==> src/rtl/core/fmcc_pkg.sv <==
`default_nettype none
package fmcc_pkg;

  typedef enum logic [1:0] {
    MODE_OFF    = 2'd0,
    MODE_STD    = 2'd1,
    MODE_SLEEP  = 2'd2,
    MODE_THERMO = 2'd3
  } fmcc_mode_e;

  typedef enum logic [1:0] {
    CD_OFF     = 2'd0,
    CD_SET_SEC = 2'd1,
    CD_SET_MIN = 2'd2,
    CD_RUN     = 2'd3
  } fmcc_cd_e;

  localparam logic OP_KEY  = 1'b0;
  localparam logic OP_TICK = 1'b1;

  localparam logic [4:0] KEY_MODE  = 5'd1;
  localparam logic [4:0] KEY_SWING = 5'd2;
  localparam logic [4:0] KEY_SPEED = 5'd3;
  localparam logic [4:0] KEY_TIMER = 5'd4;
  localparam logic [4:0] KEY_SET1  = 5'd5;
  localparam logic [4:0] KEY_SET5  = 5'd21;
  localparam logic [4:0] KEY_DISP  = 5'd6;

  localparam logic [5:0] SEC_MAX = 6'd59;
  localparam logic [6:0] MIN_MAX = 7'd99;

  typedef struct packed {
    fmcc_mode_e         mode;
    logic [1:0]         swing;
    logic [1:0]         speed;
    fmcc_cd_e           cd_mode;
    logic [6:0]         minutes;
    logic [5:0]         seconds;
    logic               disp;
    logic signed [11:0] temp;
    logic [6:0]         duty;
  } fmcc_state_t;

  localparam fmcc_state_t STATE_RST = '{
    mode:    MODE_OFF,
    swing:   2'd0,
    speed:   2'd1,
    cd_mode: CD_OFF,
    minutes: 7'd0,
    seconds: 6'd0,
    disp:    1'b0,
    temp:    12'sd0,
    duty:    7'd0
  };

  typedef struct packed {
    fmcc_state_t st;
    logic [6:0]  drive_duty;
    logic        duty_valid;
    logic        expired;
  } fmcc_res_t;

  function automatic fmcc_mode_e fmcc_next_mode(input fmcc_mode_e m);
    fmcc_mode_e r;
    case (m)
      MODE_OFF:    r = MODE_STD;
      MODE_STD:    r = MODE_SLEEP;
      MODE_SLEEP:  r = MODE_THERMO;
      MODE_THERMO: r = MODE_OFF;
      default:     r = MODE_OFF;
    endcase
    return r;
  endfunction

  function automatic fmcc_cd_e fmcc_next_cd(input fmcc_cd_e c);
    fmcc_cd_e r;
    case (c)
      CD_OFF:     r = CD_SET_SEC;
      CD_SET_SEC: r = CD_SET_MIN;
      CD_SET_MIN: r = CD_RUN;
      CD_RUN:     r = CD_OFF;
      default:    r = CD_OFF;
    endcase
    return r;
  endfunction

  // speed * 40 - 30 for speeds 1 to 3; speed 0 gives 98
  function automatic logic [6:0] fmcc_drive_duty(input logic [1:0] speed);
    logic [6:0] r;
    case (speed)
      2'd1:    r = 7'd10;
      2'd2:    r = 7'd50;
      2'd3:    r = 7'd90;
      default: r = 7'd98;
    endcase
    return r;
  endfunction

endpackage
`default_nettype wire

==> src/rtl/core/fmcc_next.sv <==
`default_nettype none
module fmcc_next (
  input  logic                      op_i,
  input  logic [4:0]                key_i,
  input  logic signed [11:0]        temp_i,
  input  logic [6:0]                duty_i,
  input  fmcc_pkg::fmcc_state_t     st_q_i,
  output fmcc_pkg::fmcc_state_t     st_d_o,
  output fmcc_pkg::fmcc_res_t       res_o
);
  import fmcc_pkg::*;

  fmcc_state_t s;
  logic        expired;
  logic [6:0]  sec_sum;

  always_comb begin
    s       = st_q_i;
    expired = 1'b0;
    sec_sum = {1'b0, st_q_i.seconds} + ((key_i == KEY_SET1) ? 7'd1 : 7'd5);
    if (op_i == OP_KEY) begin
      if (key_i == KEY_MODE) begin
        s.mode = fmcc_next_mode(st_q_i.mode);
        if (s.mode == MODE_OFF) begin
          s.swing   = 2'd0;
          s.speed   = 2'd1;
          s.cd_mode = CD_OFF;
          s.minutes = 7'd0;
          s.seconds = 6'd0;
        end else if (s.mode == MODE_THERMO) begin
          s.temp = temp_i;
          s.duty = duty_i;
        end
      end else if (key_i == KEY_SWING && st_q_i.mode != MODE_OFF) begin
        s.swing = (st_q_i.swing >= 2'd2) ? 2'd0 : st_q_i.swing + 2'd1;
      end else if (key_i == KEY_SPEED && st_q_i.mode == MODE_STD) begin
        s.speed = (st_q_i.speed >= 2'd3) ? 2'd1 : st_q_i.speed + 2'd1;
      end else if (key_i == KEY_TIMER && st_q_i.mode != MODE_OFF) begin
        s.cd_mode = fmcc_next_cd(st_q_i.cd_mode);
        if (s.cd_mode == CD_OFF) begin
          s.minutes = 7'd0;
          s.seconds = 6'd0;
        end
      end else if ((key_i == KEY_SET1 || key_i == KEY_SET5) && st_q_i.mode != MODE_OFF) begin
        if (st_q_i.cd_mode == CD_SET_SEC) begin
          // wrap at one minute
          s.seconds = (sec_sum > {1'b0, SEC_MAX}) ? 6'(sec_sum - 7'd60) : sec_sum[5:0];
        end else if (st_q_i.cd_mode == CD_SET_MIN) begin
          s.minutes = (st_q_i.minutes >= MIN_MAX) ? 7'd0 : st_q_i.minutes + 7'd1;
        end
      end else if (key_i == KEY_DISP) begin
        s.disp = ~st_q_i.disp;
      end
    end else if (st_q_i.cd_mode == CD_RUN) begin
      if (st_q_i.seconds == 6'd0) begin
        if (st_q_i.minutes == 7'd0) begin
          // countdown done, shut everything off
          s.mode    = MODE_OFF;
          s.swing   = 2'd0;
          s.speed   = 2'd1;
          s.cd_mode = CD_OFF;
          s.disp    = 1'b0;
          expired   = 1'b1;
        end else begin
          s.minutes = st_q_i.minutes - 7'd1;
          s.seconds = SEC_MAX;
        end
      end else begin
        s.seconds = st_q_i.seconds - 6'd1;
      end
    end
  end

  always_comb begin
    st_d_o           = s;
    res_o.st         = s;
    res_o.expired    = expired;
    res_o.duty_valid = (s.mode == MODE_OFF) || (s.mode == MODE_STD);
    res_o.drive_duty = (s.mode == MODE_STD) ? fmcc_drive_duty(s.speed) : 7'd0;
  end

endmodule
`default_nettype wire

==> src/rtl/core/fan_mode_and_countdown_control_core.sv <==
// Fan mode and countdown controller. Each input beat is a key press or a one-second
// tick; each one yields exactly one result beat carrying the fan state after the
// update, plus the standard-mode drive duty and a flag for a countdown that just ran
// out. Throughput is one beat per cycle while the result side does not stall. Each
// beat goes through the input register and then the result register; the state update
// is combinational logic between them, which also feeds the state registers.
// The input side only stalls while the result register is full and stalled.
`default_nettype none
module fan_mode_and_countdown_control_core (
  input  logic               clk_i,
  input  logic               rst_ni,
  input  logic               in_valid_i,
  output logic               in_stall_o,
  input  logic               operation_i,
  input  logic [4:0]         key_code_i,
  input  logic signed [11:0] current_temp_i,
  input  logic [6:0]         current_duty_i,
  output logic               out_valid_o,
  input  logic               out_stall_i,
  output logic [1:0]         fan_mode_out_o,
  output logic [1:0]         swing_speed_o,
  output logic [1:0]         speed_level_o,
  output logic [1:0]         countdown_mode_o,
  output logic [6:0]         count_minutes_o,
  output logic [5:0]         count_seconds_o,
  output logic               show_status_o,
  output logic signed [11:0] captured_temp_o,
  output logic [6:0]         captured_duty_o,
  output logic [6:0]         drive_duty_o,
  output logic               duty_valid_o,
  output logic               timer_expired_o
);
  import fmcc_pkg::*;

  logic               in_vld_q;
  logic               op_q;
  logic [4:0]         key_q;
  logic signed [11:0] temp_q;
  logic [6:0]         duty_q;
  fmcc_state_t        st_q, st_d;
  fmcc_res_t          res_d, res_q;
  logic               out_vld_q;
  logic               load_in, advance;

  assign advance    = in_vld_q && (!out_vld_q || !out_stall_i);
  assign in_stall_o = in_vld_q && !advance;
  assign load_in    = in_valid_i && !in_stall_o;

  always_ff @(posedge clk_i or negedge rst_ni) begin
    if (!rst_ni) begin
      in_vld_q  <= 1'b0;
      out_vld_q <= 1'b0;
      st_q      <= STATE_RST;
    end else begin
      if (load_in) begin
        in_vld_q <= 1'b1;
      end else if (advance) begin
        in_vld_q <= 1'b0;
      end
      if (advance) begin
        out_vld_q <= 1'b1;
        st_q      <= st_d;
      end else if (!out_stall_i) begin
        out_vld_q <= 1'b0;
      end
    end
  end

  always_ff @(posedge clk_i) begin
    if (load_in) begin
      op_q   <= operation_i;
      key_q  <= key_code_i;
      temp_q <= current_temp_i;
      duty_q <= current_duty_i;
    end
    if (advance) begin
      res_q <= res_d;
    end
  end

  fmcc_next u_next (
    .op_i   (op_q),
    .key_i  (key_q),
    .temp_i (temp_q),
    .duty_i (duty_q),
    .st_q_i (st_q),
    .st_d_o (st_d),
    .res_o  (res_d)
  );

  assign out_valid_o      = out_vld_q;
  assign fan_mode_out_o   = res_q.st.mode;
  assign swing_speed_o    = res_q.st.swing;
  assign speed_level_o    = res_q.st.speed;
  assign countdown_mode_o = res_q.st.cd_mode;
  assign count_minutes_o  = res_q.st.minutes;
  assign count_seconds_o  = res_q.st.seconds;
  assign show_status_o    = res_q.st.disp;
  assign captured_temp_o  = res_q.st.temp;
  assign captured_duty_o  = res_q.st.duty;
  assign drive_duty_o     = res_q.drive_duty;
  assign duty_valid_o     = res_q.duty_valid;
  assign timer_expired_o  = res_q.expired;

endmodule
`default_nettype wire

==> config.mk <==
export PLATFORM = sky130hd
export DESIGN_NAME = fan_mode_and_countdown_control_core
export DESIGN_NICKNAME = d
export VERILOG_FILES = /design/src/rtl/core/fmcc_pkg.sv /design/src/rtl/core/fmcc_next.sv /design/src/rtl/core/fan_mode_and_countdown_control_core.sv
export SDC_FILE = /design/constraint.sdc
export NUM_CORES = 1
export LEC_CHECK = 0
export ABC_AREA = 0
export BUFFER_PORTS_ARGS = -buffer_cell sky130_fd_sc_hd__buf_2
export CELL_PAD_IN_SITES_DETAIL_PLACEMENT = 0
export CELL_PAD_IN_SITES_GLOBAL_PLACEMENT = 1
export CORE_ASPECT_RATIO = 1.4
export CORE_MARGIN = 4
export CORE_UTILIZATION = 49
export CTS_BUF_LIST = sky130_fd_sc_hd__clkbuf_4
export CTS_CLUSTER_DIAMETER = 120
export DETAILED_ROUTE_END_ITERATION = 10
export PLACE_DENSITY = 0.8
export SETUP_SLACK_MARGIN = 0.05
export SYNTH_ARGS = -nofsm -noshare
export SYNTH_HDL_FRONTEND = slang
export SYNTH_HIERARCHICAL = 1
export SYNTH_SLANG_ARGS = --single-unit
==> constraint.sdc <==
create_clock -name clk_i -period 4.1 [get_ports clk_i]
set_input_delay 0.82 -clock clk_i [delete_from_list [all_inputs] [get_ports clk_i]]
set_output_delay 0.82 -clock clk_i [all_outputs]
set_load 0.01 [all_outputs]
==> run_results.csv, run 1 <==
group,metric,value,unit
timing,hold_viol_final,0,
synth,netlist.area_leader.share,35.7,%
setup_path,critPathMostFrequentCell,"nand2_1",
floorplan,start_util,50.5,%
timing,period_needed,3320,ps
setup_path,cp_top_family,"simple AND/OR/NAND/NOR gates",
timing,rsz0062_at_grt,"false",
floorplan,die-height,142,µm
synth,syn_area,0.00631,mm²
timing,fmax,302,MHz
grt,grt_pass1_wl,21500,µm
synth,yosys_most_used_dff,"edfxtp_1",
clock_network,cts_resized,0,
grt,overflow,0,
floorplan,design.die.area,0.0148,mm²
power,sequentialPowerShare,48.7,%
power,p_sw_share,28.7,%
setup_path,crit_chain,"nor3b_2 -> nand2_1 -> ha_1 -> a31oi_1 -> xnor2_1 -> inv_1 -> ha_1 -> nand2_1 -> nand2_1 -> nor3_1 -> or4_1 -> o311ai_0 -> mux2_2",
grt,grt_antenna_before_repair,1,
clock_network,clock_latency,510,ps
power,switchingPower,0.000885,W
clock_network,numCtsBuffers,17,
cells_and_area,drive_gt1_share,35.0,%
timing,setup_viol,0,
setup_path,path_buf_inv,1,
floorplan,rows,48,
route,antenna_left,0,
clock_network,cts_tree,"built",
synth,yosysWarnings,6,
grt,grt.total_usage,18.2,%
synth,synth_cells,512,
floorplan,pin_count,81,
status,status,"completed",
setup_path,worst_r2r_startpoint,"key_q[4]",
setup_path,startpoint_type,"flop",
synth,synthArstFlopShare,36.4,%
synth,yosys-top-cells-area,"edfxtp_1 (36%), dfrtp_1 (17%), mux2_2 (11%)",
job,max_cap_violations,0,
timing,fin_crit_sh,80.9,%
placement,gp_congestion,0.870,
floorplan,fp.dieW,104,µm
setup_path,slowest_stage,"edfxtp_1",
synth,ys_ff_latch,118,
power,power_frac_comb,18.0,%
route,route.detailed.drc,0,
route,first_iter_violations,232,
clock_network,cts_buffer_depth,2,
cells_and_area,multiInputGateArea,0.00244,mm²
timing,finClkSkew,17.4,ps
synth,synth_seq_area_share,52.7,%
synth,synth_largest_area_cell,"edfxtp_1",
placement,port_buffers,80,
setup_path,critPathMaxStageDelay,520,ps
cells_and_area,fin_nets,604,
setup_path,crit_path_end_kind,"flop",
grt,grt_max_degree,92,
route,vias_per_cell,5.85,
clock_network,cts_hold_buf,0,
hold_path,hp-class,"in -> async",
synth,ys_types,80,
route,wirelength,13000,µm
cells_and_area,fillers,1108,
setup_path,crit_required,4490,ps
setup_path,crit_fanout,9,
power,p_clk_share,33.3,%
timing,slew_viol_final,0,
clock_network,cts.sinks,118,
clock_network,root_buffer,"clkbuf_4",
setup_path,crit_start,"key_q[4]",
clock_network,path_clk_slew,120,ps
timing,relSlewSlack,49.0,%
timing,whs,405,ps
setup_path,path_class,"reg -> reg",
route,detail_route.wl_per_cell,18.1,µm
placement,dp_hpwl,8830,µm
timing,setup_tns,0,ps
grt,grt_pass1_vias,4331,
route,vias,4196,
timing,tightest_slew,757,ps
clock_network,htreeDepth,4,
power,leakage,2.87,nW
setup_path,critPathArrivalTime,3700,ps
power,vdd_drop_max,0.000342,V
floorplan,core,0.0125,mm²
power,cellPowerDensity,450,mW/mm²
route,first_pass_iters,5,
clock_network,post_cts_buffers,0,
synth,synth_area_per_cell,12.3,µm²
cells_and_area,syn_to_final_growth,8.34,%
cells_and_area,seq_area,0.00333,mm²
synth,synth_edf_count,75,
power,internal_power,0.00220,W
-- metrics by stage --
step	power [W]	worst slack (ps)	utilization, %	instance area [µm²]	std cells
after floorplan	0.00197	1080	-	6320	513
after global placement	0.00207	934	51.9	6480	684
after detailed placement	0.00208	828	51.9	6480	684
after CTS	0.00313	799	54.7	6840	716
after global routing	0.00326	483	54.7	6840	717
final	0.00308	785	54.7	6840	717
-- power by group through the flow --
stage / Clock, W / Sequential (W) / Combinational (W)
5_1_grt: 0.00112 / 0.00152 / 0.000615
3_5_place_dp: 0 / 0.00153 / 0.000555
3_3_place_gp: 0 / 0.00152 / 0.000546
2_1_floorplan: 0 / 0.00153 / 0.000439
6_report: 0.00103 / 0.00150 / 0.000554
4_1_cts: 0.00107 / 0.00150 / 0.000558
-- cell usage after synthesis, types with 3 or more instances --
cell / count
edfxtp_1: 75
mux2_2: 59
buf_4: 45
dfrtp_1: 42
ha_1: 22
nor2_1: 22
inv_1: 21
nand2_1: 21
nand3_1: 18
nor3_1: 17
a21oi_1: 16
o21ai_0: 16
buf_6: 7
clkbuf_1: 7
nand4_1: 6
nor4_1: 6
and2_1: 5
and3_1: 5
o22ai_1: 5
a31oi_1: 4
o32ai_1: 4
xnor2_1: 4
buf_2: 3
nand2b_1: 3
o211ai_1: 3
o21a_1: 3
o311ai_0: 3
o31ai_1: 3
or3_1: 3
-- registers in the layout, indices dropped and copies added (netlist names) --
register	count
out_valid_o	1
swing_speed_o	2
show_status_o	1
key_q	5
fan_mode_out_o	2
captured_temp_o	12
countdown_mode_o	2
timer_expired_o	1
count_seconds_o	6
duty_q	7
in_vld_q	1
st_q	41
op_q	1
temp_q	12
count_minutes_o	7
duty_valid_o	1
speed_level_o	2
captured_duty_o	7
drive_duty_o	7
-- final timing paths --
kind / depth (start not counted) / endpoint / slack [ps]
setup / recovery: 13 / st_q[25] / 780
hold / removal: 2 / st_q[15] / 400
setup reg to reg: 13 / st_q[25] / 780
hold reg to reg: 1 / out_valid_o / 510
max in group asynchronous: 2 / st_q[5] / 3270
min in group clk_i: 1 / temp_q[7] / 480
-- metal layers --
| metal | GRT usage (%) | part of all wire [%] | wire [µm] | vias to the layer above |
|---|---|---|---|---|
| li1 | - | - | - | 1960 |
| met1 | 20.6 | 39 | 5010 | 2053 |
| met2 | 32.5 | 53 | 6900 | 153 |
| met3 | 5.17 | 6.1 | 793 | 30 |
| met4 | 7.14 | 2.4 | 306 | 0 |
| met5 | 0 | 0 | 0 | - |
-- layout by cell type, fill, tap and decap left out, types with 3 or more instances in the layout --
cell type  count
xnor2_1        4
and3_1         5
a21oi_1       16
bufinv_16      5
nand2_1       21
o311ai_0       3
o32ai_1        4
o31ai_1        3
nor2_1        22
nand3_1       18
o21a_1         3
a31oi_1        4
o22ai_1        5
o211ai_1       3
and2_1         5
inv_1         21
edfxtp_1      75
mux2_2        59
buf_2         80
o21ai_0       16
buf_4          3
or3_1          3
clkbuf_4      18
clkinv_4       3
inv_6          3
dfrtp_1       42
ha_1          22
nand2b_1       3
nand4_1        6
nor3_1        17
nor4_1         6
-- cells by family after synthesis --
kind of cell               share of synthesized area [%]
xor gates and xnor gates                           0.694
AOI/OAI and AO/OA                                   10.1
adders and majority gates                           4.36
muxes                                               11.0
buffers and inverters                               8.64
DFF                                                 52.7
and+or+nand+nor                                     12.3
other                                             0.0594
-- layout make-up --
cell class,instances,area share (%)
clock inverter,14,3.24
multi-input combinational,311,35.7
clock buffer,18,1.98
timing repair buffer,84,6.48
tap,150,2.74
antenna,1,0.0366
sequential,118,48.7
inverter,21,1.15
Note: power is estimated with default switching activity, not from simulation.
==> run 2: changes to the inputs <==
--- a/config.mk
+++ b/config.mk
@@ -11,11 +11,11 @@
 export CELL_PAD_IN_SITES_GLOBAL_PLACEMENT = 1
 export CORE_ASPECT_RATIO = 1.4
 export CORE_MARGIN = 4
-export CORE_UTILIZATION = 49
+export CORE_UTILIZATION = 44
 export CTS_BUF_LIST = sky130_fd_sc_hd__clkbuf_4
 export CTS_CLUSTER_DIAMETER = 120
 export DETAILED_ROUTE_END_ITERATION = 10
-export PLACE_DENSITY = 0.8
+export PLACE_DENSITY = 0.76
 export SETUP_SLACK_MARGIN = 0.05
 export SYNTH_ARGS = -nofsm -noshare
 export SYNTH_HDL_FRONTEND = slang
==> constraint.sdc (replaced) <==
create_clock -name clk_i -period 2.8 [get_ports clk_i]
set_input_delay 0.56 -clock clk_i [delete_from_list [all_inputs] [get_ports clk_i]]
set_output_delay 0.56 -clock clk_i [all_outputs]
set_load 0.01 [all_outputs]
==> run 2 against run 1 <==
Utilization down 2.9 points. Die area up 11%. Setup slack worse by 670 ps. Sequential cell count unchanged. Cell count up 11%. Sequential power up 43%. Register-to-register slack worse by 670 ps. Clock power up 17%. Worst hold slack worse by 190 ps. Critical path type unchanged. Largest cell class unchanged. Highest routed layer unchanged.
==> run_results.csv, run 2 (synthesized netlist as in run 1, its figures left out) <==
group,metric,value,unit
placement,dp.cells,752,
placement,gp_congestion,0.906,
timing,fin_ws,118,ps
job,max_cap_violations,0,
timing,rsz0062_at_grt,"false",
placement,dp_slack,58.3,ps
grt,overflow,0,
power,p_clk_share,27.9,%
timing,tightest_slew,740,ps
clock_network,cts_tree,"built",
timing,whs,212,ps
cells_and_area,final_cell_mix,"buf_2 (80), edfxtp_1 (75), mux2_2 (57)",
power,sequentialPowerShare,49.6,%
route,first_pass_iters,4,
setup_path,crit_required,3210,ps
floorplan,design.die.area,0.0164,mm²
route,vias_per_cell,5.38,
grt,grt_pass1_vias,4433,
timing,fmax,373,MHz
cells_and_area,instances_no_fill,795,
clock_network,cts.sinks,118,
timing,fin_crit_sh,95.8,%
route,first_iter_violations,187,
power,leakage,3.09,nW
timing,slew_viol_final,0,
timing,setup_viol,0,
grt,grt_pass1_wl,22400,µm
cells_and_area,multiInputGateArea,0.00254,mm²
power,p_sw_share,31.6,%
cells_and_area,final_common_cell,"buf_2",
setup_path,crit_fanout,4,
timing,relSlewSlack,50.6,%
setup_path,path_class,"reg -> reg",
floorplan,die-height,150,µm
placement,port_buffers,80,
floorplan,core,0.0140,mm²
floorplan,start_util,45.2,%
timing,finClkSkew,17.0,ps
power,internal_power,0.00297,W
cells_and_area,drive_gt1_share,41.7,%
grt,grt_antenna_before_repair,1,
route,detail_route.wl_per_cell,17.5,µm
cells_and_area,syn_to_final_growth,14.8,%
status,status,"completed",
cells_and_area,largest_reg_flops,41,
floorplan,fp.dieW,109,µm
power,switchingPower,0.00137,W
grt,grt_max_degree,35,
route,wirelength,13900,µm
power,cellPowerDensity,600,mW/mm²
clock_network,htreeDepth,4,
floorplan,pin_count,81,
cells_and_area,fillers,1228,
clock_network,clock_latency,510,ps
power,power_frac_comb,22.6,%
grt,grt.total_usage,17.9,%
route,antenna_left,0,
clock_network,path_clk_slew,120,ps
clock_network,numCtsBuffers,17,
placement,dp_hpwl,10100,µm
setup_path,startpoint_type,"flop",
cells_and_area,regMostFlops,"st_q",
setup_path,critPathArrivalTime,3090,ps
route,route.detailed.drc,0,
route,vias,4281,
clock_network,root_buffer,"clkbuf_4",
setup_path,crit_path_end_kind,"flop",
timing,period_needed,2680,ps
hold_path,hp-class,"in -> reg",
floorplan,rows,51,
power,vdd_drop_max,0.000392,V
clock_network,cts_buffer_depth,2,
cells_and_area,seq_area,0.00333,mm²
cells_and_area,fin_nets,647,
timing,hold_viol_final,0,
==> run 2: cell count changes in the layout (fill, tap and decap cells not counted), sizes merged <==
cell / before / now
buf: 84 / 126
bufinv: 5 / 1
inv: 24 / 28
dlygate4sd3: 0 / 1
==> run 2: repair_timing <==
action                                  in CTS  in global routing
resized for setup                            0                 14
buffers inserted                             0                  9
endpoints found under the hold margin       15                  0
endpoints found under the setup margin       0                  8
hold buffers                                 1                  0
==> run 2: area by class of cell <==
class / instances / share of cell area [%]
Sequential cell: 118 / 46.0
Multi-Input combinational cell: 311 / 35.1
Timing Repair Buffer: 127 / 10.8
Tap cell: 185 / 3.19
Clock inverter: 14 / 1.97
Clock buffer: 18 / 1.86
Inverter: 21 / 1.09
Antenna cell: 1 / 0.0345
==> run 2: stage by stage <==
step	setup TNS (ps)	instance area, µm²	utilization (%)	total power (W)
after floorplan	-33.8	6370	-	0.00289
after global placement	0	6830	48.9	0.00312
after detailed placement	0	6830	48.9	0.00314
after CTS	0	7120	51.0	0.00437
after global routing	0	7250	51.8	0.00462
final	0	7250	51.8	0.00435
==> run 2: worst max-delay path, cell delays in order, from the launching register on <==
cell,delay [ps]
edfxtp_1,450
nor3b_4,230
nand2_2,90
ha_4,310
a31oi_4,110
xnor2_2,190
inv_2,90
ha_4,140
nand2_4,50
o31a_1,330
a41oi_2,210
nand3_1,120
mux2_4,270
==> run 2: path summary, 6_finish.rpt <==
path | start | end | slack (ps) | cells after the start
setup / recovery | key_q[1] | st_q[24] | 120 | 12
setup reg to reg | key_q[1] | st_q[24] | 120 | 12
min in group asynchronous | rst_ni | st_q[22] | 500 | 2
max in group asynchronous | rst_ni | st_q[35] | 1490 | 3
hold / removal | current_duty_i[2] | duty_q[2] | 210 | 1
hold reg to reg | in_vld_q | out_valid_o | 510 | 1
==> run 2: layer usage <==
metal	up-vias	GRT usage [%]	part of all wire, %
met5	-	0	0
met4	0	7.05	2.0
met3	21	4.66	5.5
met2	129	31.5	53
met1	2084	20.4	39
li1	2047	-	-
==> run 2: power by group through the flow <==
stage	Combinational (W)	Clock (W)	Sequential [W]
finish	0.000981	0.00121	0.00215
global route	0.00109	0.00135	0.00218
floorplan	0.000652	0	0.00224
detailed placement	0.000948	0	0.00220
CTS	0.000953	0.00126	0.00216
global placement	0.000928	0	0.00219
==> run 3: changes to the inputs <==
--- a/config.mk
+++ b/config.mk
@@ -11,11 +11,11 @@
 export CELL_PAD_IN_SITES_GLOBAL_PLACEMENT = 1
 export CORE_ASPECT_RATIO = 1.4
 export CORE_MARGIN = 4
-export CORE_UTILIZATION = 44
-export CTS_BUF_LIST = sky130_fd_sc_hd__clkbuf_4
+export CORE_UTILIZATION = 43
+export CTS_BUF_LIST = sky130_fd_sc_hd__clkbuf_8 sky130_fd_sc_hd__clkbuf_16
 export CTS_CLUSTER_DIAMETER = 120
 export DETAILED_ROUTE_END_ITERATION = 10
-export PLACE_DENSITY = 0.76
+export PLACE_DENSITY = 0.74
 export SETUP_SLACK_MARGIN = 0.05
 export SYNTH_ARGS = -nofsm -noshare
 export SYNTH_HDL_FRONTEND = slang
==> run 3 against run 2 <==
Via count fell by 0.49%. Design area rose by 3.3%. Wire length rose by 1.0%. Critical endpoint unchanged. Largest cell class unchanged.
==> run_results.csv, run 3 (synthesized netlist as in run 1, its figures left out) <==
group,metric,value,unit
route,first_iter_violations,243,
cells_and_area,instances_no_fill,786,
cells_and_area,drive_gt1_share,40.7,%
timing,fin_ws,66.2,ps
route,detail_route.wl_per_cell,17.8,µm
floorplan,pin_count,81,
grt,grt_pass1_vias,4464,
clock_network,path_clk_slew,60,ps
route,route.detailed.drc,0,
floorplan,design.die.area,0.0167,mm²
timing,fmax,366,MHz
power,leakage,3.19,nW
power,cellPowerDensity,710,mW/mm²
grt,grt.total_usage,17.5,%
floorplan,rows,52,
grt,grt_antenna_before_repair,0,
clock_network,cts.sinks,118,
hold_path,hp-class,"in -> async",
job,max_cap_violations,0,
cells_and_area,regMostFlops,"st_q",
timing,period_needed,2730,ps
power,total_power,0.00531,W
timing,rsz0062_at_grt,"true",
route,wirelength,14000,µm
setup_path,crit_fanout,4,
setup_path,path_class,"reg -> reg",
route,first_pass_iters,5,
clock_network,cts_tree,"built",
clock_network,root_buffer,"clkbuf_16",
cells_and_area,final_cell_mix,"buf_2 (80), edfxtp_1 (75), mux2_2 (57)",
cells_and_area,largest_reg_flops,41,
setup_path,reg2reg_to,"st_q[24]",
route,vias_per_cell,5.42,
status,status,"completed",
clock_network,numCtsBuffers,17,
floorplan,start_util,43.7,%
setup_path,startpoint_type,"flop",
placement,port_buffers,80,
placement,gp_congestion,0.839,
cells_and_area,diodes,0,
timing,tightest_slew,523,ps
placement,dp_hpwl,10000,µm
clock_network,clock_latency,410,ps
timing,setup_viol,0,
placement,dp_slack,56.3,ps
setup_path,crit_required,3090,ps
floorplan,fp.dieW,110,µm
cells_and_area,syn_to_final_growth,18.6,%
floorplan,core,0.0144,mm²
route,vias,4260,
cells_and_area,final_common_cell,"buf_2",
setup_path,crit_path_end_kind,"flop",
grt,grt_max_degree,44,
setup_path,reg2reg_slack,70,ps
setup_path,critPathArrivalTime,3020,ps
placement,dp.cells,749,
clock_network,cts_buffer_depth,2,
setup_path,reg2reg_depth,12,
clock_network,htreeDepth,4,
grt,grt_pass1_wl,23200,µm
timing,finClkSkew,14.1,ps
cells_and_area,fin_nets,635,
timing,fin_crit_sh,97.6,%
power,vdd_drop_max,0.000385,V
timing,hold_viol_final,0,
floorplan,die-height,151,µm
timing,slew_viol_final,0,
cells_and_area,fillers,1313,
grt,overflow,0,
setup_path,worst_r2r_startpoint,"key_q[1]",
timing,relSlewSlack,65.0,%
route,antenna_left,0,
## run 3: how the worst max path moves through the flow
stage                     startpoint        to  cells past startpoint
after floorplan             key_q[4]  st_q[24]                     14
after global placement      key_q[4]  st_q[25]                     13
after detailed placement    key_q[4]  st_q[25]                     13
after CTS                   key_q[4]  st_q[24]                     12
after global routing        key_q[1]  st_q[24]                     10
final                       key_q[1]  st_q[24]                     12
## run 3: power by group
| part | switching, W | total (W) | leakage, nW | internal [W] |
|---|---|---|---|---|
| sequential | 0.0000964 | 0.00217 | 1.29 | 0.00207 |
| clock | 0.000813 | 0.00221 | 0.295 | 0.00140 |
| combinational | 0.000541 | 0.000931 | 1.60 | 0.000390 |
## run 3: metrics by stage
step / TNS, ps / utilization (%) / hold slack [ps] / cell area, µm²
3_3_place_gp: 0 / 47.0 / 462 / 6790
5_1_grt: -73.0 / 51.8 / 80.3 / 7490
3_5_place_dp: 0 / 47.0 / 473 / 6790
4_1_cts: 0 / 51.2 / 67.3 / 7390
6_report: 0 / 51.8 / 71.0 / 7490
2_1_floorplan: -33.8 / - / 264 / 6370
## run 3: what timing repair did
item,in CTS,in global routing
hold buffers,0,0
pin swaps,0,12
endpoints found under the setup margin,1,11
buffers inserted,0,5
resized for setup,2,13
## run 3: layer usage
layer  track usage, %  vias up  wire [µm]
met4             6.78        0        258
met5                0        -          0
met2             31.2      121       7500
li1                 -     2014          -
met3             4.04       20        682
met1             20.7     2105       5580
## run 3: area by class of cell
type	instances	area, µm²	area share [%]
inverter	21	78.8	1.05
timing repair buffer	115	688	9.19
clock buffer	17	425	5.68
multi-input combinational	311	2550	34.1
clock inverter	15	178	2.37
sequential	118	3330	44.5
tap	189	236	3.16
## run 3: critical path, stage by stage (launching register included)
cell and delay (ps):
edfxtp_1 430, nor3b_4 230, nand2_2 90, ha_4 310, a31oi_4 100, xnor2_2 190
inv_2 110, ha_4 150, nand2_4 60, o31a_1 330, a41oi_2 230, nand3_2 100
mux2_4 270
